**config.mk**
```make
export PLATFORM = sky130hd
export DESIGN_NAME = gif_container_stream_parser_top
export DESIGN_NICKNAME = d
export VERILOG_FILES = /design/src/rtl/core/gcsp_pkg.sv /design/src/rtl/core/gcsp_parse.sv /design/src/rtl/core/gcsp_outq.sv /design/src/rtl/core/gif_container_stream_parser_top.sv
export VERILOG_INCLUDE_DIRS = /design/src /design/src/rtl/core
export SDC_FILE = /design/constraint.sdc
export NUM_CORES = 1
export LEC_CHECK = 0
export BUFFER_PORTS_ARGS = -buffer_cell sky130_fd_sc_hd__buf_2
export CORE_ASPECT_RATIO = 0.5
export CORE_UTILIZATION = 50
export DETAILED_ROUTE_END_ITERATION = 16
export GPL_TIMING_DRIVEN = 0
export PLACE_DENSITY_LB_ADDON = 0.08
export REMOVE_ABC_BUFFERS = 1
export SLEW_MARGIN = 20
export SYNTH_ARGS = -nofsm -noshare
export SYNTH_HDL_FRONTEND = slang
export SYNTH_SLANG_ARGS = --single-unit
```
**constraint.sdc**
```tcl
create_clock -name aclk -period 27.1 [get_ports aclk]
set_input_delay 1.355 -clock aclk [delete_from_list [all_inputs] [get_ports aclk]]
set_output_delay 1.355 -clock aclk [all_outputs]
set_load 0.005 [all_outputs]
```
**src/rtl/core/gif_container_stream_parser_top_assert.svh**
```systemverilog
// Assertion macros used by the parser's result queue
`ifndef GIF_CONTAINER_STREAM_PARSER_TOP_ASSERT_SVH
`define GIF_CONTAINER_STREAM_PARSER_TOP_ASSERT_SVH

// Implication checked on every rising clock edge outside reset
`define GCSP_ASSERT_IMPL(label, clk, rstn, ante, cons) \
    label: assert property (@(posedge clk) disable iff (!rstn) (ante) |-> (cons)) \
        else $error("%m: check failed");

// Next-cycle implication checked outside reset
`define GCSP_ASSERT_NEXT(label, clk, rstn, ante, cons) \
    label: assert property (@(posedge clk) disable iff (!rstn) (ante) |=> (cons)) \
        else $error("%m: check failed");

`endif

```
**src/rtl/core/gcsp_pkg.sv**
```systemverilog
`default_nettype none
package gcsp_pkg;

    // result kinds
    localparam logic [3:0] KIND_SCREEN   = 4'd0;
    localparam logic [3:0] KIND_GCOLOR   = 4'd1;
    localparam logic [3:0] KIND_GCTRL    = 4'd2;
    localparam logic [3:0] KIND_IMAGE    = 4'd3;
    localparam logic [3:0] KIND_LCOLOR   = 4'd4;
    localparam logic [3:0] KIND_CODESIZE = 4'd5;
    localparam logic [3:0] KIND_APPHDR   = 4'd6;
    localparam logic [3:0] KIND_PAYLOAD  = 4'd7;
    localparam logic [3:0] KIND_BLKEND   = 4'd8;
    localparam logic [3:0] KIND_DONE     = 4'd9;
    localparam logic [3:0] KIND_ERROR    = 4'd10;

    // error codes
    localparam logic [2:0] ERR_HEADER   = 3'd1;
    localparam logic [2:0] ERR_APPSIZE  = 3'd2;
    localparam logic [2:0] ERR_CTRLSIZE = 3'd3;
    localparam logic [2:0] ERR_UNKNOWN  = 3'd4;
    localparam logic [2:0] ERR_TRUNC    = 3'd5;

    // block types
    localparam logic [2:0] BLK_NONE  = 3'd0;
    localparam logic [2:0] BLK_IMAGE = 3'd1;
    localparam logic [2:0] BLK_CMT   = 3'd2;
    localparam logic [2:0] BLK_TEXT  = 3'd3;
    localparam logic [2:0] BLK_APP   = 3'd4;

    // stream bytes
    localparam logic [7:0] BYTE_TRAILER = 8'h3B;
    localparam logic [7:0] BYTE_EXT     = 8'h21;
    localparam logic [7:0] BYTE_IMAGE   = 8'h2C;
    localparam logic [7:0] LBL_GCTRL    = 8'hF9;
    localparam logic [7:0] LBL_TEXT     = 8'h01;
    localparam logic [7:0] LBL_APP      = 8'hFF;
    localparam logic [7:0] LBL_CMT      = 8'hFE;
    localparam logic [7:0] APP_SIZE     = 8'd11;
    localparam logic [7:0] GCTRL_SIZE   = 8'd4;

    localparam int TDATA_W = 112;

    typedef enum logic [15:0] {
        PH_HDR      = 16'h0001,
        PH_GTAB     = 16'h0002,
        PH_BLOCK    = 16'h0004,
        PH_EXTLABEL = 16'h0008,
        PH_GCSIZE   = 16'h0010,
        PH_GCBODY   = 16'h0020,
        PH_GCTERM   = 16'h0040,
        PH_APPSIZE  = 16'h0080,
        PH_APPBODY  = 16'h0100,
        PH_IMG      = 16'h0200,
        PH_LTAB     = 16'h0400,
        PH_CODESIZE = 16'h0800,
        PH_SUBLEN   = 16'h1000,
        PH_SUBDATA  = 16'h2000,
        PH_DONE     = 16'h4000,
        PH_DEAD     = 16'h8000
    } phase_t;

    typedef struct packed {
        logic [3:0]  kind;
        logic [2:0]  block_type;
        logic [15:0] field_a;
        logic [15:0] field_b;
        logic [15:0] field_c;
        logic [15:0] field_d;
        logic [8:0]  tab_entries;
        logic [3:0]  small_field;
        logic [1:0]  flag_bits;
        logic [23:0] data_value;
        logic [2:0]  error_code;
    } rec_t;

    // up to two results of one byte
    typedef struct packed {
        logic [1:0] cnt;
        rec_t       r0;
        rec_t       r1;
    } pair_t;

    function automatic rec_t rec_new(input logic [3:0] k, input logic [2:0] bt);
        rec_t r;
        r = '0;
        r.kind = k;
        r.block_type = bt;
        return r;
    endfunction

    // tdata: block_type, a, b, c, d, tab_entries, small, flags, data, error (kind goes on tuser)
    function automatic logic [TDATA_W-1:0] rec_pack(input rec_t r);
        return {3'd0, r.error_code, r.data_value, r.flag_bits, r.small_field,
                r.tab_entries, r.field_d, r.field_c, r.field_b, r.field_a,
                r.block_type};
    endfunction

endpackage
`default_nettype wire

```
**src/rtl/core/gcsp_parse.sv**
```systemverilog
`default_nettype none
module gcsp_parse import gcsp_pkg::*; (
    input  wire logic       aclk,
    input  wire logic       aresetn,
    input  wire logic       step,
    input  wire logic [7:0] byte_in,
    input  wire logic       eos,
    output pair_t           res
);
    phase_t      phase_reg, phase_next;
    logic [3:0]  pos_reg, pos_next;
    logic [8:0]  left_reg, left_next;
    logic [1:0]  rgbs_reg, rgbs_next;
    logic [15:0] rgbp_reg, rgbp_next;
    logic [7:0]  sub_reg, sub_next;
    logic [15:0] fs_reg [4];
    logic [15:0] fs_next [4];
    logic [7:0]  ps_reg, ps_next;
    logic [23:0] ver_reg, ver_next;
    logic        cp_reg, cp_next;
    logic [2:0]  cb_reg, cb_next;

    function automatic logic [8:0] tab_total(input logic [2:0] sz);
        return 9'd2 << sz;
    endfunction

    always_comb begin
        rec_t       r;
        logic       have;
        logic [1:0] idx;
        logic [1:0] hidx;
        logic [8:0] tot;
        phase_next = phase_reg; pos_next = pos_reg; left_next = left_reg;
        rgbs_next = rgbs_reg; rgbp_next = rgbp_reg; sub_next = sub_reg;
        fs_next = fs_reg; ps_next = ps_reg; ver_next = ver_reg;
        cp_next = cp_reg; cb_next = cb_reg;
        r = '0; have = 1'b0;
        idx = pos_reg[2:1];
        hidx = {1'b0, pos_reg[3]};
        tot = tab_total(ps_reg[2:0]);
        case (phase_reg)
            PH_HDR: begin
                if (pos_reg < 4'd3) begin
                    if ((pos_reg == 4'd0 && byte_in != 8'h47) ||
                        (pos_reg == 4'd1 && byte_in != 8'h49) ||
                        (pos_reg == 4'd2 && byte_in != 8'h46)) begin
                        r = rec_new(KIND_ERROR, cb_reg); r.error_code = ERR_HEADER;
                        have = 1'b1; phase_next = PH_DEAD;
                    end else pos_next = pos_reg + 4'd1;
                end else if (pos_reg < 4'd6) begin
                    ver_next = {ver_reg[15:0], byte_in};
                    pos_next = pos_reg + 4'd1;
                end else if (pos_reg < 4'd10) begin
                    // position minus 6: 6,7 -> 0 ; 8,9 -> 1
                    if (pos_reg[0] == 1'b0)
                        fs_next[hidx] = {8'd0, byte_in};
                    else
                        fs_next[hidx] = {byte_in, fs_reg[hidx][7:0]};
                    pos_next = pos_reg + 4'd1;
                end else if (pos_reg == 4'd10) begin
                    ps_next = byte_in; pos_next = pos_reg + 4'd1;
                end else if (pos_reg == 4'd11) begin
                    fs_next[2] = {8'd0, byte_in}; pos_next = pos_reg + 4'd1;
                end else begin
                    r = rec_new(KIND_SCREEN, cb_reg);
                    r.field_a = fs_reg[0]; r.field_b = fs_reg[1];
                    r.field_c = fs_reg[2]; r.field_d = {8'd0, byte_in};
                    r.tab_entries = ps_reg[7] ? tot : 9'd0;
                    r.small_field = {1'b0, ps_reg[6:4]} + 4'd1;
                    r.data_value = ver_reg;
                    have = 1'b1;
                    pos_next = 4'd0; rgbs_next = 2'd0;
                    left_next = ps_reg[7] ? tot : 9'd0;
                    phase_next = ps_reg[7] ? PH_GTAB : PH_BLOCK;
                end
            end
            PH_GTAB, PH_LTAB: begin
                if (rgbs_reg < 2'd2) begin
                    rgbp_next = {rgbp_reg[7:0], byte_in};
                    rgbs_next = rgbs_reg + 2'd1;
                end else begin
                    r = rec_new((phase_reg == PH_GTAB) ? KIND_GCOLOR : KIND_LCOLOR, cb_reg);
                    r.field_a = {8'd0, 8'(tot - left_reg)};
                    r.data_value = {rgbp_reg, byte_in};
                    r.tab_entries = tot;
                    have = 1'b1;
                    rgbs_next = 2'd0;
                    left_next = (left_reg != 9'd0) ? left_reg - 9'd1 : 9'd0;
                    if (left_next == 9'd0)
                        phase_next = (phase_reg == PH_GTAB) ? PH_BLOCK : PH_CODESIZE;
                end
            end
            PH_BLOCK: begin
                if (byte_in == BYTE_TRAILER) begin
                    r = rec_new(KIND_DONE, cb_reg); have = 1'b1; phase_next = PH_DONE;
                end else if (byte_in == BYTE_EXT) phase_next = PH_EXTLABEL;
                else if (byte_in == BYTE_IMAGE) begin
                    phase_next = PH_IMG; pos_next = 4'd0;
                end else begin
                    r = rec_new(KIND_ERROR, cb_reg); r.error_code = ERR_UNKNOWN;
                    have = 1'b1; phase_next = PH_DEAD;
                end
            end
            PH_EXTLABEL: begin
                if (byte_in == LBL_GCTRL) phase_next = PH_GCSIZE;
                else if (byte_in == LBL_APP) phase_next = PH_APPSIZE;
                else begin
                    cb_next = (byte_in == LBL_TEXT) ? BLK_TEXT :
                              (byte_in == LBL_CMT) ? BLK_CMT : BLK_NONE;
                    phase_next = PH_SUBLEN;
                end
            end
            PH_GCSIZE: begin
                if (byte_in != GCTRL_SIZE) begin
                    r = rec_new(KIND_ERROR, cb_reg); r.error_code = ERR_CTRLSIZE;
                    have = 1'b1; phase_next = PH_DEAD;
                end else begin
                    phase_next = PH_GCBODY; pos_next = 4'd0;
                end
            end
            PH_GCBODY: begin
                if (pos_reg == 4'd0) ps_next = byte_in;
                else if (pos_reg == 4'd1) fs_next[0] = {8'd0, byte_in};
                else if (pos_reg == 4'd2) fs_next[0] = {byte_in, fs_reg[0][7:0]};
                else begin
                    r = rec_new(KIND_GCTRL, cb_reg);
                    r.field_a = (fs_reg[0] != 16'd0) ? fs_reg[0] : 16'd10;
                    r.field_b = {8'd0, byte_in};
                    r.small_field = {1'b0, ps_reg[4:2]};
                    r.flag_bits = ps_reg[1:0];
                    have = 1'b1; cp_next = 1'b1; phase_next = PH_GCTERM;
                end
                pos_next = pos_reg + 4'd1;
            end
            PH_GCTERM: phase_next = PH_BLOCK;
            PH_APPSIZE: begin
                if (byte_in != APP_SIZE) begin
                    r = rec_new(KIND_ERROR, cb_reg); r.error_code = ERR_APPSIZE;
                    have = 1'b1; phase_next = PH_DEAD;
                end else begin
                    phase_next = PH_APPBODY; pos_next = 4'd0;
                end
            end
            PH_APPBODY: begin
                if (pos_reg < 4'd8) fs_next[idx] = {fs_reg[idx][7:0], byte_in};
                else if (pos_reg < 4'd10) rgbp_next = {rgbp_reg[7:0], byte_in};
                else begin
                    cb_next = BLK_APP;
                    r = rec_new(KIND_APPHDR, BLK_APP);
                    r.field_a = fs_reg[0]; r.field_b = fs_reg[1];
                    r.field_c = fs_reg[2]; r.field_d = fs_reg[3];
                    r.data_value = {rgbp_reg, byte_in};
                    have = 1'b1; phase_next = PH_SUBLEN;
                end
                pos_next = pos_reg + 4'd1;
            end
            PH_IMG: begin
                if (pos_reg < 4'd8) begin
                    if (pos_reg[0] == 1'b0) fs_next[idx] = {8'd0, byte_in};
                    else fs_next[idx] = {byte_in, fs_reg[idx][7:0]};
                    pos_next = pos_reg + 4'd1;
                end else begin
                    ps_next = byte_in; cb_next = BLK_IMAGE;
                    r = rec_new(KIND_IMAGE, BLK_IMAGE);
                    r.field_a = fs_reg[0]; r.field_b = fs_reg[1];
                    r.field_c = fs_reg[2]; r.field_d = fs_reg[3];
                    r.tab_entries = byte_in[7] ? tab_total(byte_in[2:0]) : 9'd0;
                    r.flag_bits = {cp_reg, byte_in[6]};
                    have = 1'b1; cp_next = 1'b0; pos_next = 4'd0; rgbs_next = 2'd0;
                    left_next = r.tab_entries;
                    phase_next = byte_in[7] ? PH_LTAB : PH_CODESIZE;
                end
            end
            PH_CODESIZE: begin
                r = rec_new(KIND_CODESIZE, cb_reg); r.data_value = {16'd0, byte_in};
                have = 1'b1; phase_next = PH_SUBLEN;
            end
            PH_SUBLEN: begin
                if (byte_in == 8'd0) begin
                    if (cb_reg != BLK_NONE) begin
                        r = rec_new(KIND_BLKEND, cb_reg); have = 1'b1;
                    end
                    cb_next = BLK_NONE; phase_next = PH_BLOCK;
                end else begin
                    sub_next = byte_in; phase_next = PH_SUBDATA;
                end
            end
            PH_SUBDATA: begin
                if (cb_reg != BLK_NONE) begin
                    r = rec_new(KIND_PAYLOAD, cb_reg); r.data_value = {16'd0, byte_in};
                    have = 1'b1;
                end
                sub_next = (sub_reg != 8'd0) ? sub_reg - 8'd1 : 8'd0;
                if (sub_next == 8'd0) phase_next = PH_SUBLEN;
            end
            default: ;
        endcase
        // result pair, with truncation flagged after the byte's own result
        res = '0;
        res.r0 = r;
        res.cnt = {1'b0, have};
        if (eos && phase_next != PH_DONE && phase_next != PH_DEAD) begin
            if (have) begin
                res.r1 = rec_new(KIND_ERROR, cb_next);
                res.r1.error_code = ERR_TRUNC;
                res.cnt = 2'd2;
            end else begin
                res.r0 = rec_new(KIND_ERROR, cb_next);
                res.r0.error_code = ERR_TRUNC;
                res.cnt = 2'd1;
            end
            phase_next = PH_DEAD;
        end
    end

    // parser state
    always_ff @(posedge aclk) begin
        if (!aresetn) begin
            phase_reg <= PH_HDR; pos_reg <= '0; left_reg <= '0; rgbs_reg <= '0;
            rgbp_reg <= '0; sub_reg <= '0; ps_reg <= '0; ver_reg <= '0;
            cp_reg <= 1'b0; cb_reg <= BLK_NONE;
            for (int i = 0; i < 4; i++) fs_reg[i] <= '0;
        end else if (step) begin
            phase_reg <= phase_next; pos_reg <= pos_next; left_reg <= left_next;
            rgbs_reg <= rgbs_next; rgbp_reg <= rgbp_next; sub_reg <= sub_next;
            ps_reg <= ps_next; ver_reg <= ver_next; cp_reg <= cp_next;
            cb_reg <= cb_next; fs_reg <= fs_next;
        end
    end
endmodule
`default_nettype wire

```
**src/rtl/core/gcsp_outq.sv**
```systemverilog
`default_nettype none
module gcsp_outq import gcsp_pkg::*; (
    input  wire logic               aclk,
    input  wire logic               aresetn,
    input  wire logic               in_valid,
    output logic                    in_ready,
    input  wire pair_t              in_pair,
    output logic                    m_tvalid,
    input  wire logic               m_tready,
    output logic [TDATA_W-1:0]      m_tdata,
    output logic [3:0]              m_tuser,
    output logic                    m_tlast
);
`include "gif_container_stream_parser_top_assert.svh"
    // four-entry result queue; a byte enters only when two slots are free
    rec_t       q_reg [4];
    logic       l_reg [4];
    logic [1:0] rd_reg, wr_reg;
    logic [2:0] cnt_reg;
    logic       push, pop;
    logic [1:0] n_in;

    assign in_ready = (cnt_reg <= 3'd2);
    assign push = in_valid && in_ready;
    assign n_in = push ? in_pair.cnt : 2'd0;
    assign m_tvalid = (cnt_reg != 3'd0);
    assign pop = m_tvalid && m_tready;
    assign m_tdata = rec_pack(q_reg[rd_reg]);
    assign m_tuser = q_reg[rd_reg].kind;
    assign m_tlast = l_reg[rd_reg];

    always_ff @(posedge aclk) begin
        if (n_in != 2'd0) begin
            q_reg[wr_reg] <= in_pair.r0;
            l_reg[wr_reg] <= (in_pair.cnt == 2'd1);
        end
        if (n_in == 2'd2) begin
            q_reg[wr_reg + 2'd1] <= in_pair.r1;
            l_reg[wr_reg + 2'd1] <= 1'b1;
        end
    end

    always_ff @(posedge aclk) begin
        if (!aresetn) begin
            rd_reg <= '0; wr_reg <= '0; cnt_reg <= '0;
        end else begin
            wr_reg <= wr_reg + n_in;
            rd_reg <= rd_reg + {1'b0, pop};
            cnt_reg <= cnt_reg + {1'b0, n_in} - {2'b0, pop};
        end
    end

    `GCSP_ASSERT_IMPL(a_cnt_max, aclk, aresetn, 1'b1, cnt_reg <= 3'd4)
    `GCSP_ASSERT_NEXT(a_pair_fill, aclk, aresetn,
        push && in_pair.cnt == 2'd2 && !pop, cnt_reg == $past(cnt_reg) + 3'd2)
    `GCSP_ASSERT_IMPL(a_empty_novalid, aclk, aresetn, cnt_reg == 3'd0, !m_tvalid)
endmodule
`default_nettype wire

```
**src/rtl/core/gif_container_stream_parser_top.sv**
```systemverilog
// Channel   Handshake          Payload
// input     s_tvalid/s_tready  s_tdata = byte_in, s_tlast = end_of_stream
// results   m_tvalid/m_tready  m_tuser = kind, m_tdata = result fields, m_tlast = last of byte
// A byte can be taken every cycle while s_tready is high; its results pass through the
// stage register, then the result queue, before they are offered.
// A byte is taken while the stage is empty or the four-entry queue has two slots free;
// bytes with two results therefore run at the sink's rate of one result per clock.
// aresetn is synchronous, active low; it returns the parser to the signature.
// Stalls on m_tready back up into s_tready through the queue and the stage register.
`default_nettype none
module gif_container_stream_parser_top import gcsp_pkg::*; (
    input  wire logic               aclk,
    input  wire logic               aresetn,
    input  wire logic               s_tvalid,
    output logic                    s_tready,
    input  wire logic [7:0]         s_tdata,  // [7:0] byte_in
    input  wire logic               s_tlast,
    output logic                    m_tvalid,
    input  wire logic               m_tready,
    // [2:0] block_type, [18:3] field_a, [34:19] field_b, [50:35] field_c,
    // [66:51] field_d, [75:67] tab_entries, [79:76] small_field, [81:80] flag_bits,
    // [105:82] data_value, [108:106] error_code
    output logic [TDATA_W-1:0]      m_tdata,
    output logic [3:0]              m_tuser,  // [3:0] kind
    output logic                    m_tlast
);
    logic  step;
    pair_t pair;
    pair_t pair_reg;
    logic  pv_reg;
    logic  q_ready;

    // stage register between parser and queue
    assign s_tready = q_ready || !pv_reg;
    assign step = s_tvalid && s_tready;

    gcsp_parse u_parse (
        .aclk(aclk), .aresetn(aresetn), .step(step),
        .byte_in(s_tdata), .eos(s_tlast), .res(pair)
    );

    always_ff @(posedge aclk) begin
        if (!aresetn) pv_reg <= 1'b0;
        else if (s_tready) pv_reg <= step;
    end
    always_ff @(posedge aclk) begin
        if (s_tready) pair_reg <= pair;
    end

    gcsp_outq u_outq (
        .aclk(aclk), .aresetn(aresetn),
        .in_valid(pv_reg), .in_ready(q_ready), .in_pair(pair_reg),
        .m_tvalid(m_tvalid), .m_tready(m_tready), .m_tdata(m_tdata),
        .m_tuser(m_tuser), .m_tlast(m_tlast)
    );
endmodule
`default_nettype wire
```
==> summary.md <==
| Metric | Value |
|---|---|
| Arr. time, crit path | a little over 5 ns |
| Fmax | around 0.21 GHz |
| Die Y | approximately 190 um |
| TritonCTS clock tree | done |
| Post-Synth XOR/XNOR Area | 0.518% |
| Gr ovfl total | 0 |
| DR vias | about 22000 |
| Post-route clock period utilization | between 10% and 20% |
| P_leak | about 14 nW |
| Crit-path cells | nor4_4, nand3_1, or2_2, nor2_1, or3_2, a21o_1, nand2_1, o21ai_0 |
| Endpoints failing setup | 0 |
| Netlist cell types | 88 |
| Total negative slack | 0 ns |
| Crit Reg-Reg Startpoint | u_parse.phase_reg[0] |
| Cts bufs inserted | 66 |
| Hold crit path type | flop to flop |
| I/O Buffers | about 130 |
| Count leader, synth | edfxtp_1 |
| Register area share after synthesis | about three fifths |
| FF+latch count, synth | between 700 and 800 |
| Crit Path Class | flop to flop |
| Top-level I/O count | about 130 |
| Area growth, synth to finish | 13.8% |
| Critical-path top delay cell | nor4_4 |
| Share of cells above drive strength 1 | between 10% and 20% |
| Area after DPL | between 0.03 and 0.04 mm2 |
| Post-synth EDFFs | around 570 |
| Vias in the first global route | around 21000 |
| GRT Overall Usage | between 20% and 30% |
| Final instance area | ~0.038 mm2 |
| Die area | around 0.07 mm2 |
| Max incr delay on CP | a little under 0.9 ns |
| Reg2reg path depth | 8 |
| Slew Limit Fails | 0 |
| Yosys top cell area share | approximately half |
| Post-synth top cells | edfxtp_1, nor2b_1, nand2_1, dfxtp_1 |
| Max_cap viols | 0 |
| CTS Sinks | 732 |
| Least-Margin Pin Slew | ~1.0 ns |
| Post-cts gate resize count | 0 |
| Period minus WS final | slightly below 5 ns |
| Hold slack final | between 0.4 and 0.5 ns |
| Core ar. | around 0.066 mm2 |
| Initial Util | between 50% and 60% |
| Top_reg_cell synth | edfxtp_1 |
| Worst VDD drop | ~0.060 mV |
| Largest family of logic cells by synthesized area | simple AND/OR/NAND/NOR gates |
| Min-Delay Path Depth | 2 |
| Post-CTS Hold Buffers | 0 |
| Nets | 2810 |
| Setup Buffers After CTS | 0 |
| Util after Layout | between 50% and 60% |
| Crit path to | pair_reg[205] |
| Critical path launch point type | flop |
| First-pass GRT wire length | around 130000 um |
| Max FFs per register | between 400 and 500 |
| PwrDens | between 70 and 80 mW/mm2 |
| Placed cell count | ~3600 |
| Max Clock Skew | roughly 0.025 ns |
| H-tree levels | 3 |
| Post-Layout Cell Count | approximately 3700 |
| Clk pin slew, worst setup/hold paths | roughly 0.07 ns |
| Status | finished with violations |
| RSZ-0062 raised after global routing | false |
| Avg Cell Area, Syn | approximately 13 um2 |
| Pin count of the biggest net entering global routing | 96 |
| Critical R2R Capture | pair_reg[205] |
| CP required | approximately 27 ns |
| Initial antenna violation count | 1 |
| Synth Area in Compound Gates | approximately 8% |
| GPL Wtd Cong | slightly above 0.9 |
| Num rows | 66 |
| Cells after Synth | roughly 2700 |
| Reg2Reg Setup Slack | about 22 ns |
| Drt drc | 3 |
| Mux contribution to synthesized area | a little under a tenth |
| WL final | between 80000 and 90000 um |
| Post-Synth Simple-Gate Area | 18.5% |
| Final hold violation count | 0 |
| Pre-antenna DRT Iters | 13 |
| CP startpoint | u_parse.phase_reg[0] |
| Post-synthesis adder-cell area fraction | 0.895% |
| Crit-path max FO | 35 |
| DRT iter0 DRCs | 1795 |
| Clock buffer depth | 3 |
| Hpwl dp | roughly 57000 um |
| Ant diodes | 0 |
| Failing checks | design-rule violations |
| Synth Cell Area | between 0.03 and 0.04 mm2 |
| Clk Latency, worst-skew pair | just over 0.6 ns |
| Ys Warns | 0 |
| Crit. End Element | flop |
| Slew margin rel. | between 30% and 40% |
| Leading area contributor after synthesis | edfxtp_1 |
| Routed len/inst | about 23 um |
| Largest cells by area after synthesis | edfxtp_1, dfxtp_1, mux4_2 |
| Post-route ant nets | 0 |
| Clk root buf | clkbuf_16 |
| Die W | approximately 370 um |
| Drt via density | 5.86 |
| Asr flop ratio synth | 0% |
-- layout make-up --
type	instances	area [um2]
inverters	38	143
flip-flops and latches	732	20300
fillers	5400	27400
multi-input cells	1714	12700
repair buffers	222	2010
well taps	884	1110
clock buffers	99	1920
clock inverters	21	239
-- power by group --
group / switching (mW) / total, mW / leakage (nW) / internal (mW)
Combinational: 0.278 / 0.565 / 6.06 / 0.288
Sequential: 0.0551 / 1.38 / 6.90 / 1.32
Clock: 0.425 / 0.950 / 1.05 / 0.525
Total: 0.758 / 2.89 / 14.0 / 2.14
-- layer usage --
layer | share of wire, % | global-route usage, %
met5 | 0 | 0
met4 | 2.2 | 6.35
met3 | 5.8 | 4.12
met2 | 44 | 37.5
met1 | 48 | 38.4
-- cells by family after synthesis --
kind of cell	Yosys count
and+or+nand+nor	1100
AOI/OAI and AO/OA	401
muxes	166
buffers and inverters	232
other	1
adders and majority gates	23
DFF	732
xor gates and xnor gates	20
-- through the flow --
stage                     setup slack, ns  power, mW
after global placement               6.42       2.00
final                               22.29       2.89
after global routing                22.04       3.02
after CTS                           22.17       2.92
after floorplan                     17.44       1.77
after detailed placement            21.92       1.98
-- cell usage in the layout (no fill, tap or decap), types with 10 or more instances in the layout --
cell and n:
a21boi_0 64, a21oi_1 56, a22o_1 44, a22oi_1 13
and2_1 163, and3_1 10, buf_16 28, buf_2 143
buf_4 34, clkbuf_1 22, clkbuf_16 69, dfxtp_1 164
edfxtp_1 565, ha_1 21, inv_1 38, mux2_2 13
mux2i_1 40, mux4_2 113, nand2_1 233, nand2b_1 13
nand3_1 33, nand4_1 22, nor2_1 80, nor2b_1 374
nor3_1 32, nor4_1 26, nor4b_1 13, o21a_1 14
o21ai_0 98, o22ai_1 16, or2_2 20, or3_1 11
xnor2_1 12
-- worst max-delay path, delay by kind of cell, from the launching register on --
kind,cells,cell delay [ns]
and+or+nand+nor,6,3.47
DFF,1,0.43
AOI/OAI and AO/OA,2,0.60
-- how the worst min path moves through the flow --
| stage | start | endpoint |
|---|---|---|
| detailed placement | u_parse.fs_reg[45] | u_parse.fs_reg[45] |
| global route | u_parse.rgbp_reg[14] | u_parse.rgbp_reg[14] |
| global placement | u_parse.rgbp_reg[11] | u_parse.rgbp_reg[11] |
| finish | u_parse.fs_reg[45] | u_parse.fs_reg[45] |
| floorplan | u_parse.fs_reg[40] | u_parse.fs_reg[40] |
| CTS | u_parse.fs_reg[45] | u_parse.fs_reg[45] |
(Power assumes the default switching activity.)
